## src/rtl/jaq_pkg.sv

```systemverilog
// Shared types and constants of the joystick axis quantizer.
package jaq_pkg;

  localparam int DzW = 10;
  localparam int StepW = 8;
  localparam int ApbAddrW = 3;
  localparam int ApbDataW = 32;

  localparam logic [DzW-1:0] DeadZoneReset = 10'd64;
  localparam logic [StepW-1:0] StepCountReset = 8'd4;

  typedef enum logic {
    RegDeadZone = 1'b0,
    RegStepCount = 1'b1
  } reg_idx_e;

  typedef struct packed {
    logic [DzW-1:0] dead_zone;
    logic [StepW-1:0] step_count;
  } cfg_t;

endpackage

```

## src/rtl/jaq_front.sv

```systemverilog
// Front end: accepts samples, classifies side and dead zone, forms the scaled numerator.
module jaq_front import jaq_pkg::*; #(
  parameter int SAMPLE_BITS = 10
) (
  input  logic                     clk_i,
  input  logic                     rst_ni,
  input  cfg_t                     cfg_i,
  input  logic                     in_valid_i,
  output logic                     in_ready_o,
  input  logic [SAMPLE_BITS-1:0]   sample_i,
  input  logic                     mode_i,
  output logic                     out_valid_o,
  input  logic                     out_ready_i,
  output logic                     out_active_o,
  output logic [SAMPLE_BITS+StepW-1:0] out_num_o,
  output logic [SAMPLE_BITS-1:0]   out_span_o
);

  localparam int CmpW = (SAMPLE_BITS > DzW) ? SAMPLE_BITS : DzW;
  localparam int NumW = SAMPLE_BITS + StepW;
  localparam logic [SAMPLE_BITS-1:0] Center = {1'b1, {(SAMPLE_BITS-1){1'b0}}};

  logic                   side_ok;
  logic [SAMPLE_BITS-1:0] mag;
  logic [SAMPLE_BITS-1:0] dz_s;
  logic                   act_d;
  logic [SAMPLE_BITS-1:0] diff_d;
  logic [SAMPLE_BITS-1:0] span_d;
  logic [NumW-1:0]        num_d;
  logic                   ready1;

  logic                   v1_q, act1_q;
  logic [SAMPLE_BITS-1:0] diff1_q, span1_q;
  logic                   v2_q, act2_q;
  logic [NumW-1:0]        num2_q;
  logic [SAMPLE_BITS-1:0] span2_q;

  always_comb begin
    side_ok = mode_i ? (sample_i > Center) : (sample_i < Center);
    mag = mode_i ? (sample_i - Center) : (Center - sample_i);
    dz_s = SAMPLE_BITS'(cfg_i.dead_zone);
    act_d = side_ok && (CmpW'(mag) > CmpW'(cfg_i.dead_zone));
    diff_d = act_d ? (mag - dz_s) : '0;
    span_d = act_d ? (Center - dz_s) : SAMPLE_BITS'(1);
    num_d = NumW'(diff1_q) * NumW'(cfg_i.step_count) + NumW'(span1_q) - NumW'(1);
  end

  assign ready1 = !v2_q || out_ready_i;
  assign in_ready_o = !v1_q || ready1;

  always_ff @(posedge clk_i or negedge rst_ni) begin
    if (!rst_ni) begin
      v1_q <= 1'b0;
      v2_q <= 1'b0;
    end else begin
      if (in_ready_o) v1_q <= in_valid_i;
      if (ready1) v2_q <= v1_q;
    end
  end

  always_ff @(posedge clk_i) begin
    if (in_valid_i && in_ready_o) begin
      act1_q <= act_d;
      diff1_q <= diff_d;
      span1_q <= span_d;
    end
    if (v1_q && ready1) begin
      act2_q <= act1_q;
      num2_q <= num_d;
      span2_q <= span1_q;
    end
  end

  assign out_valid_o = v2_q;
  assign out_active_o = act2_q;
  assign out_num_o = num2_q;
  assign out_span_o = span2_q;

endmodule

```

## src/rtl/jaq_fifo.sv

```systemverilog
// Two-entry queue between the front end and the divider.
module jaq_fifo #(
  parameter int Width = 8
) (
  input  logic             clk_i,
  input  logic             rst_ni,
  input  logic             in_valid_i,
  output logic             in_ready_o,
  input  logic [Width-1:0] in_data_i,
  output logic             out_valid_o,
  input  logic             out_ready_i,
  output logic [Width-1:0] out_data_o
);

  logic [Width-1:0] mem [2];
  logic             wr_ptr_q, rd_ptr_q;
  logic [1:0]       count_q;
  logic             push, pop;

  assign in_ready_o = (count_q != 2'd2);
  assign out_valid_o = (count_q != 2'd0);
  assign push = in_valid_i && in_ready_o;
  assign pop = out_valid_o && out_ready_i;
  assign out_data_o = mem[rd_ptr_q];

  always_ff @(posedge clk_i or negedge rst_ni) begin
    if (!rst_ni) begin
      wr_ptr_q <= 1'b0;
      rd_ptr_q <= 1'b0;
      count_q <= 2'd0;
    end else begin
      if (push) wr_ptr_q <= !wr_ptr_q;
      if (pop) rd_ptr_q <= !rd_ptr_q;
      if (push && !pop) count_q <= count_q + 2'd1;
      else if (pop && !push) count_q <= count_q - 2'd1;
    end
  end

  always_ff @(posedge clk_i) begin
    if (push) mem[wr_ptr_q] <= in_data_i;
  end

endmodule

```

## src/rtl/jaq_div.sv

```systemverilog
// Back end: pipelined restoring divider, one quotient bit per stage.
module jaq_div import jaq_pkg::*; #(
  parameter int SAMPLE_BITS = 10
) (
  input  logic                         clk_i,
  input  logic                         rst_ni,
  input  logic                         in_valid_i,
  output logic                         in_ready_o,
  input  logic                         in_active_i,
  input  logic [SAMPLE_BITS+StepW-1:0] in_num_i,
  input  logic [SAMPLE_BITS-1:0]       in_span_i,
  output logic                         out_valid_o,
  input  logic                         out_ready_i,
  output logic                         active_o,
  output logic [StepW-1:0]             step_o
);

  localparam int NumW = SAMPLE_BITS + StepW;

  logic                   v_q    [StepW];
  logic                   act_q  [StepW];
  logic [NumW-1:0]        rem_q  [StepW];
  logic [SAMPLE_BITS-1:0] span_q [StepW];
  logic [StepW-1:0]       quo_q  [StepW];

  logic                   src_v    [StepW];
  logic                   src_act  [StepW];
  logic [NumW-1:0]        src_rem  [StepW];
  logic [SAMPLE_BITS-1:0] src_span [StepW];
  logic [StepW-1:0]       src_quo  [StepW];
  logic [NumW-1:0]        rem_d    [StepW];
  logic [StepW-1:0]       quo_d    [StepW];
  logic                   rdy      [StepW+1];

  always_comb begin
    rdy[StepW] = out_ready_i;
    for (int j = StepW - 1; j >= 0; j--) begin
      rdy[j] = !v_q[j] || rdy[j+1];
    end
    for (int j = 0; j < StepW; j++) begin
      if (j == 0) begin
        src_v[j] = in_valid_i;
        src_act[j] = in_active_i;
        src_rem[j] = in_num_i;
        src_span[j] = in_span_i;
        src_quo[j] = '0;
      end else begin
        src_v[j] = v_q[j-1];
        src_act[j] = act_q[j-1];
        src_rem[j] = rem_q[j-1];
        src_span[j] = span_q[j-1];
        src_quo[j] = quo_q[j-1];
      end
      if (src_rem[j] >= (NumW'(src_span[j]) << (StepW - 1 - j))) begin
        rem_d[j] = src_rem[j] - (NumW'(src_span[j]) << (StepW - 1 - j));
        quo_d[j] = src_quo[j] | (StepW'(1) << (StepW - 1 - j));
      end else begin
        rem_d[j] = src_rem[j];
        quo_d[j] = src_quo[j];
      end
    end
  end

  assign in_ready_o = rdy[0];

  always_ff @(posedge clk_i or negedge rst_ni) begin
    if (!rst_ni) begin
      for (int j = 0; j < StepW; j++) v_q[j] <= 1'b0;
    end else begin
      for (int j = 0; j < StepW; j++) begin
        if (rdy[j]) v_q[j] <= src_v[j];
      end
    end
  end

  always_ff @(posedge clk_i) begin
    for (int j = 0; j < StepW; j++) begin
      if (src_v[j] && rdy[j]) begin
        act_q[j] <= src_act[j];
        rem_q[j] <= rem_d[j];
        span_q[j] <= src_span[j];
        quo_q[j] <= quo_d[j];
      end
    end
  end

  assign out_valid_o = v_q[StepW-1];
  assign active_o = act_q[StepW-1];
  assign step_o = quo_q[StepW-1];

endmodule

```

## src/rtl/joystick_axis_quantizer.sv

```systemverilog
// Top level of the joystick axis quantizer with its register port.
// Each input item is one axis sample and the side asked about; each item yields
// exactly one result item with the active flag and the quantized step.
// Both channels use valid and ready; an item moves when both are high.
// Registers: dead_zone at address 0 and step_count at address 4, written and
// read through the APB-style port, which never waits.
// With no stalls a result item passes through two front-end stages, the
// two-entry queue and eight divider stages, one quotient bit each.
// Throughput is one item per cycle while the receiver keeps its ready high.
// Every stage holds its item while the next one is full, so a stalled receiver
// fills the pipeline and the queue before input ready drops.
// Reset empties all stages and the queue and sets dead_zone to 64 and
// step_count to 4.
module joystick_axis_quantizer import jaq_pkg::*; #(
  parameter int SAMPLE_BITS = 10
) (
  input  logic                   clk_i,
  input  logic                   rst_ni,
  input  logic                   in_valid_i,
  output logic                   in_ready_o,
  input  logic [SAMPLE_BITS-1:0] sample_i,
  input  logic                   mode_i,
  output logic                   out_valid_o,
  input  logic                   out_ready_i,
  output logic                   active_o,
  output logic [StepW-1:0]       step_o,
  input  logic                   psel,
  input  logic                   penable,
  input  logic                   pwrite,
  input  logic [ApbAddrW-1:0]    paddr,
  input  logic [ApbDataW-1:0]    pwdata,
  output logic [ApbDataW-1:0]    prdata,
  output logic                   pready
);

  localparam int NumW = SAMPLE_BITS + StepW;
  localparam int QW = 1 + NumW + SAMPLE_BITS;

  cfg_t cfg_q;
  reg_idx_e reg_sel;

  logic                   f_valid, f_ready, f_active;
  logic [NumW-1:0]        f_num;
  logic [SAMPLE_BITS-1:0] f_span;
  logic                   q_valid, q_ready;
  logic [QW-1:0]          q_data;

  assign pready = 1'b1;
  assign reg_sel = reg_idx_e'(paddr[2]);

  always_ff @(posedge clk_i or negedge rst_ni) begin
    if (!rst_ni) begin
      cfg_q.dead_zone <= DeadZoneReset;
      cfg_q.step_count <= StepCountReset;
    end else if (psel && penable && pwrite && pready) begin
      unique case (reg_sel)
        RegDeadZone:  cfg_q.dead_zone <= pwdata[DzW-1:0];
        RegStepCount: cfg_q.step_count <= pwdata[StepW-1:0];
        default: ;
      endcase
    end
  end

  always_comb begin
    unique case (reg_sel)
      RegDeadZone:  prdata = ApbDataW'(cfg_q.dead_zone);
      RegStepCount: prdata = ApbDataW'(cfg_q.step_count);
      default:      prdata = '0;
    endcase
  end

  jaq_front #(.SAMPLE_BITS(SAMPLE_BITS)) u_front (
    .clk_i        (clk_i),
    .rst_ni       (rst_ni),
    .cfg_i        (cfg_q),
    .in_valid_i   (in_valid_i),
    .in_ready_o   (in_ready_o),
    .sample_i     (sample_i),
    .mode_i       (mode_i),
    .out_valid_o  (f_valid),
    .out_ready_i  (f_ready),
    .out_active_o (f_active),
    .out_num_o    (f_num),
    .out_span_o   (f_span)
  );

  jaq_fifo #(.Width(QW)) u_fifo (
    .clk_i       (clk_i),
    .rst_ni      (rst_ni),
    .in_valid_i  (f_valid),
    .in_ready_o  (f_ready),
    .in_data_i   ({f_active, f_num, f_span}),
    .out_valid_o (q_valid),
    .out_ready_i (q_ready),
    .out_data_o  (q_data)
  );

  jaq_div #(.SAMPLE_BITS(SAMPLE_BITS)) u_div (
    .clk_i       (clk_i),
    .rst_ni      (rst_ni),
    .in_valid_i  (q_valid),
    .in_ready_o  (q_ready),
    .in_active_i (q_data[QW-1]),
    .in_num_i    (q_data[QW-2:SAMPLE_BITS]),
    .in_span_i   (q_data[SAMPLE_BITS-1:0]),
    .out_valid_o (out_valid_o),
    .out_ready_i (out_ready_i),
    .active_o    (active_o),
    .step_o      (step_o)
  );

endmodule

```

## config.mk

```make
export PLATFORM = sky130hd
export DESIGN_NAME = joystick_axis_quantizer
export DESIGN_NICKNAME = d
export VERILOG_FILES = /design/src/rtl/jaq_pkg.sv /design/src/rtl/jaq_front.sv /design/src/rtl/jaq_fifo.sv /design/src/rtl/jaq_div.sv /design/src/rtl/joystick_axis_quantizer.sv
export SDC_FILE = /design/constraint.sdc
export NUM_CORES = 1
export LEC_CHECK = 0
export BUFFER_PORTS_ARGS = -buffer_cell sky130_fd_sc_hd__buf_2
export CORE_UTILIZATION = 40
export DETAILED_ROUTE_END_ITERATION = 16
export MAX_ROUTING_LAYER = met4
export PLACE_DENSITY_LB_ADDON = 0.08
export SLEW_MARGIN = 10
export SYNTH_ARGS = -nofsm -noshare
export SYNTH_HDL_FRONTEND = slang
export SYNTH_SLANG_ARGS = --single-unit
```

## constraint.sdc

```tcl
create_clock -name clk_i -period 11.64 [get_ports clk_i]
set_clock_uncertainty 0.1 [all_clocks]
set_input_delay 2.91 -clock clk_i [delete_from_list [all_inputs] [get_ports clk_i]]
set_output_delay 2.91 -clock clk_i [all_outputs]
set_load 0.1 [all_outputs]
```

; Word level (Yosys, flattened, before mapping)
; Memories as Yosys holds them, arrays and structs flattened.
; Index checks and enable logic that the tools add are counted.
[classes]
n_eq_ne = 1
n_bitwise = 1
add_sub_neg = 16
n_lt_le_gt_ge = 11
mux = 39
reduce_logical = 44
n_mul = 1
[ops]
columns = cell, n
row1 = $mux 18, 8
row2 = $pmux 32 s2, 1
row3 = $mux 1, 20
row4 = $sub 10x10->10 const A, 2
row5 = $add 18x10->18, 1
row6 = $ge 18x10->1, 1
row7 = $ge 18x11->1, 1
row8 = $ge 18x12->1, 1
row9 = $ge 18x13->1, 1
row10 = $ge 18x14->1, 1
row11 = $ge 18x15->1, 1
row12 = $ge 18x16->1, 1
row13 = $ge 18x17->1, 1
row14 = $mul 10x8->18, 1
row15 = $sub 18x1->18 const B, 1
row16 = $sub 18x10->18, 1
row17 = $sub 18x11->18, 1
row18 = $sub 18x12->18, 1
row19 = $sub 18x13->18, 1
row20 = $sub 18x14->18, 1
row21 = $sub 18x15->18, 1
row22 = $sub 18x16->18, 1
row23 = $sub 18x17->18, 1
row24 = $logic_and 1x1->1, 16
row25 = other kinds (21), 47
[word_totals]
ram_bits = 354
memories = 5
in_bits = 53
out_inout_bits = 44
register_bits = 82
[memory_table]
columns = name, depth, width, read_ports, rd_ports_with_merged_regs, wr, line
row1 = u_div.rem_q, 8, 18, 7, 0, 8, jaq_div.sv:22  ; logic [NumW-1:0] rem_q [StepW];
row2 = u_div.span_q, 8, 10, 7, 0, 8, jaq_div.sv:23  ; logic [SAMPLE_BITS-1:0] span_q [StepW];
row3 = u_div.quo_q, 8, 8, 8, 0, 8, jaq_div.sv:24  ; logic [StepW-1:0] quo_q [StepW];
row4 = u_fifo.mem, 2, 29, 1, 0, 1, jaq_fifo.sv:15  ; logic [Width-1:0] mem [2];
row5 = u_div.act_q, 8, 1, 8, 0, 8, jaq_div.sv:21  ; logic act_q [StepW];

; Depth between registers and ports, before layout
[logic_depth]
depth_word = 13
depth_mapped = 19

; By module
; From an unflattened synthesis, not the netlist that was laid out.
[unflattened]
hier_cells = 1794
area_unflattened_um2 = 21630.7
[by_module_without_submodules]
columns = mod, n_inst, area_each_um2, cells_each
row1 = jaq_div, 1, 12603.3, 1037
row2 = jaq_front, 1, 5700.5, 574
row3 = jaq_fifo, 1, 2313.5, 108
row4 = joystick_axis_quantizer, 1, 1013.5, 75

; Worst setup path after synthesis
; No wires, ideal clock.
[synth_path]
path_kind = input -> output
from = input paddr[2]
to = output prdata[0]
setup_slack_ns = 3.234
n_path_buf = 2
arrival_ns = 5.396
path_stages = 3
cell_sequence = clkbuf_1 > clkbuf_1 > o21ai_0
[synth_via]
elab_chain_len = 2
[synth_rtl]
columns = item, line
row1 = from (decl), joystick_axis_quantizer.sv:30  ; input logic [ApbAddrW-1:0] paddr,
row2 = $not 1->1 (no line), --
row3 = $pmux 32 s2 (*), joystick_axis_quantizer.sv:65  ; unique case (reg_sel)
row4 = to (decl), joystick_axis_quantizer.sv:32  ; output logic [ApbDataW-1:0] prdata,
; Every way passes the cells marked *; elsewhere a longest branch is shown, timed or not. The select of a mux whose other input is x is not followed.

; Worst setup path after layout
[layout_path]
from = input paddr[2]
to = output prdata[7]
; Same word-level chain as after synthesis.

==> flow_summary.toml <==
[sta]
drv_slew = 0
fmaxAchievable_mhz = 146
tightest_slew_ns = 1.10
setup_viol = 0
fin_crit_sh_pct = 58.7
finalHoldViolCount = 0
maxSlewHeadroom_pct = 26.3
min_period_ns = 6.84
rsz0062_at_grt = "false"
tns_ns = 0

[hold_path]
hp-class = "reg -> reg"
min_from = "u_div.act_q[0][1]"

[synthesis]
syn_area_per_cell_um2 = 12.0
ys_top_cells_by_area = "edfxtp_1 (48%), ha_1 (8.4%), fa_1 (6.4%)"
synth-edff-count = 348
ys.warnings.count = 0
ys_types = 73
muxShareOfSynthArea_pct = 4.81
synthCells = 1805
synth_top_family_by_area = "adder cells"
synth_area_um2 = 21600
synth_fa_ha_area_share_pct = 14.8
synth-xor-area-share_pct = 3.84
post-synth-top-area-fraction_pct = 48.3
synth-compound-area-share_pct = 8.79
ys_ff_latch = 380
synth-seq-area-share_pct = 52.0
synthFlopType = "edfxtp_1"
async_flop_share_pct = 8.42
synth_top_area_cell = "edfxtp_1"
yosysMostFrequentCell = "edfxtp_1"
synth-simple-area-share_pct = 10.6
synthTopCellsByCount = "edfxtp_1 (348), inv_1 (211), ha_1 (146)"

[setup_path]
worst_ep_required_time_ns = 8.63
crit_start = "paddr[2]"
critPathMaxFanout = 20
critPathArrivalTime_ns = 3.83
startpoint_type = "primary input"
cp-end-kind = "output pin"
crit_type = "in -> out"
r2r-start = "cfg_q[2]"

[clock_network]
clock_path_buffers = 3
cts_tree = "built"
htreeDepth = 2
ctsHoldBuffers = 0
post-cts-setup-buffers = 0
cts_root_buf = "clkbuf_16"
clock_latency_ns = 0.56
clock_sinks = 380
path_clk_slew_ns = 0.05
cts_inserted_buffers = 43
cts_resized = 0

[place]
detailed_place_hpwl_um = 32600
port-buffer-count = 49
gp_congestion = 0.802
dp_cells = 2519

[route]
drcViolationCount = 0
drt-total-wl_um = 42000
vias = 13100
ant_nets = 0
dr.first_iter.drc_count = 520
drt_first_pass_iters = 7
wl_per_cell_um = 16.1
viasPerCell = 5.05

[global_route]
grt_pass1_wl_um = 68700
grt_max_degree = 37
grt_pass1_vias = 13500
track_usage_pct = 15.9
grt_antenna_before_repair = 0
overflow = 0

[run_status]
outcome = "finished, final reports clean"

[cells_and_area]
nFillCells = 4920
insertedDiodeCount = 0
instances_no_fill = 2599
drive_gt1_share_pct = 11.0
nNetsFinal = 2144
syn_to_final_growth_pct = 10.5

[floorplan]
coreArea_um2 = 53000
die_height_um = 235
die_w_um = 235
std_cell_rows = 84
io_pins = 97
start_util_pct = 40.9
dieArea_um2 = 55000

[job]
cap_violations = 0
==> flip-flops by register name, summed over array words and instances (netlist names), 10 cells and up <==
signal,count
cfg_q,18
u_div.quo_q,36
u_div.rem_q,126
u_div.span_q,70
u_fifo.mem,58
u_front.diff1_q,10
u_front.out_num_o,18
u_front.out_span_o,10
u_front.span1_q,10
==> cells by family (layout without fill, tap and decap cells) <==
family,after synthesis,in the layout
compound gates,299,299
mux,94,94
fa+ha+maj,215,215
flops,380,380
simple gates,453,453
xor+xnor,95,95
other cells,2,23
buf+inv,267,352
==> layout by cell type (no fill, tap or decap), types with 11 or more instances in the layout <==
cell type  Yosys  layout
a211oi_1      11      11
a21o_1        16      16
a21oi_1       85      85
and2_1        39      39
buf_2          6      49
buf_4         23      12
clkbuf_1      26      14
clkbuf_16      0      44
conb_1         2      23
dfrtp_1       30      30
edfxtp_1     348     348
fa_1          69      69
ha_1         146     146
inv_1        211     211
mux2_2        68      68
mux2i_1       23      23
nand2_1      110     110
nand2b_1      22      22
nand3_1       16      16
nand4_1       13      13
nor2_1       118     117
nor2b_1       22      21
nor3_1        37      37
nor4_1        12      12
o21a_1        20      20
o21ai_0       77      77
o31ai_1       15      15
xnor2_1       57      57
xor2_1        38      38
==> layout make-up <==
class | instances | area, µm² | share of cell area [%]
Clock buffer | 59 | 1170 | 4.88
Clock inverter | 21 | 148 | 0.617
Inverter | 211 | 792 | 3.31
Multi-Input combinational cell | 1179 | 9370 | 39.2
Sequential cell | 380 | 11300 | 47.0
Tap cell | 688 | 861 | 3.60
Timing Repair Buffer | 61 | 335 | 1.40
==> metal layers <==
metal | part of all wire, % | vias up | global-route usage [%]
met1 | 39 | 6390 | 16.7
met2 | 56 | 124 | 30.4
met4 | 2.5 | 0 | 4.96
li1 | - | 6545 | -
met5 | 0 | - | -
met3 | 2.4 | 66 | 2.40
==> worst max-delay path, cell delays in order <==
cell and delay, ns:
buf_2 0.25, nand2_1 0.08, o21ai_0 0.11, buf_2 0.46
==> per-stage QoR <==
| step | worst slack, ns | cell area (µm²) | hold WS, ns | utilization [%] |
|---|---|---|---|---|
| 3_3_place_gp | 4.81 | 22600 | 0.302 | 42.7 |
| 4_1_cts | 4.80 | 23900 | 0.306 | 45.2 |
| 3_5_place_dp | 4.80 | 22600 | 0.305 | 42.7 |
| 2_1_floorplan | 3.23 | 21700 | 0.300 | - |
| 5_1_grt | 4.72 | 23900 | 0.330 | 45.2 |
| 6_report | 4.80 | 23900 | 0.309 | 45.2 |
==> final timing paths <==
| path | end | slack (ns) | cells past startpoint |
|---|---|---|---|
| max in group asynchronous | cfg_q[7] | 8.67 | 1 |
| max reg2reg | u_front.out_num_o[14] | 5.79 | 15 |
| min in group asynchronous | u_div.out_valid_o | 2.30 | 1 |
| max | prdata[7] | 4.80 | 4 |
| min | u_div.act_q[0][2] | 0.31 | 0 |
| min reg2reg | u_div.act_q[0][2] | 0.31 | 0 |
Power is left out: the tool's default activity adds up to more than one toggle a clock period on the data nets, which glitch-free logic cannot reach.
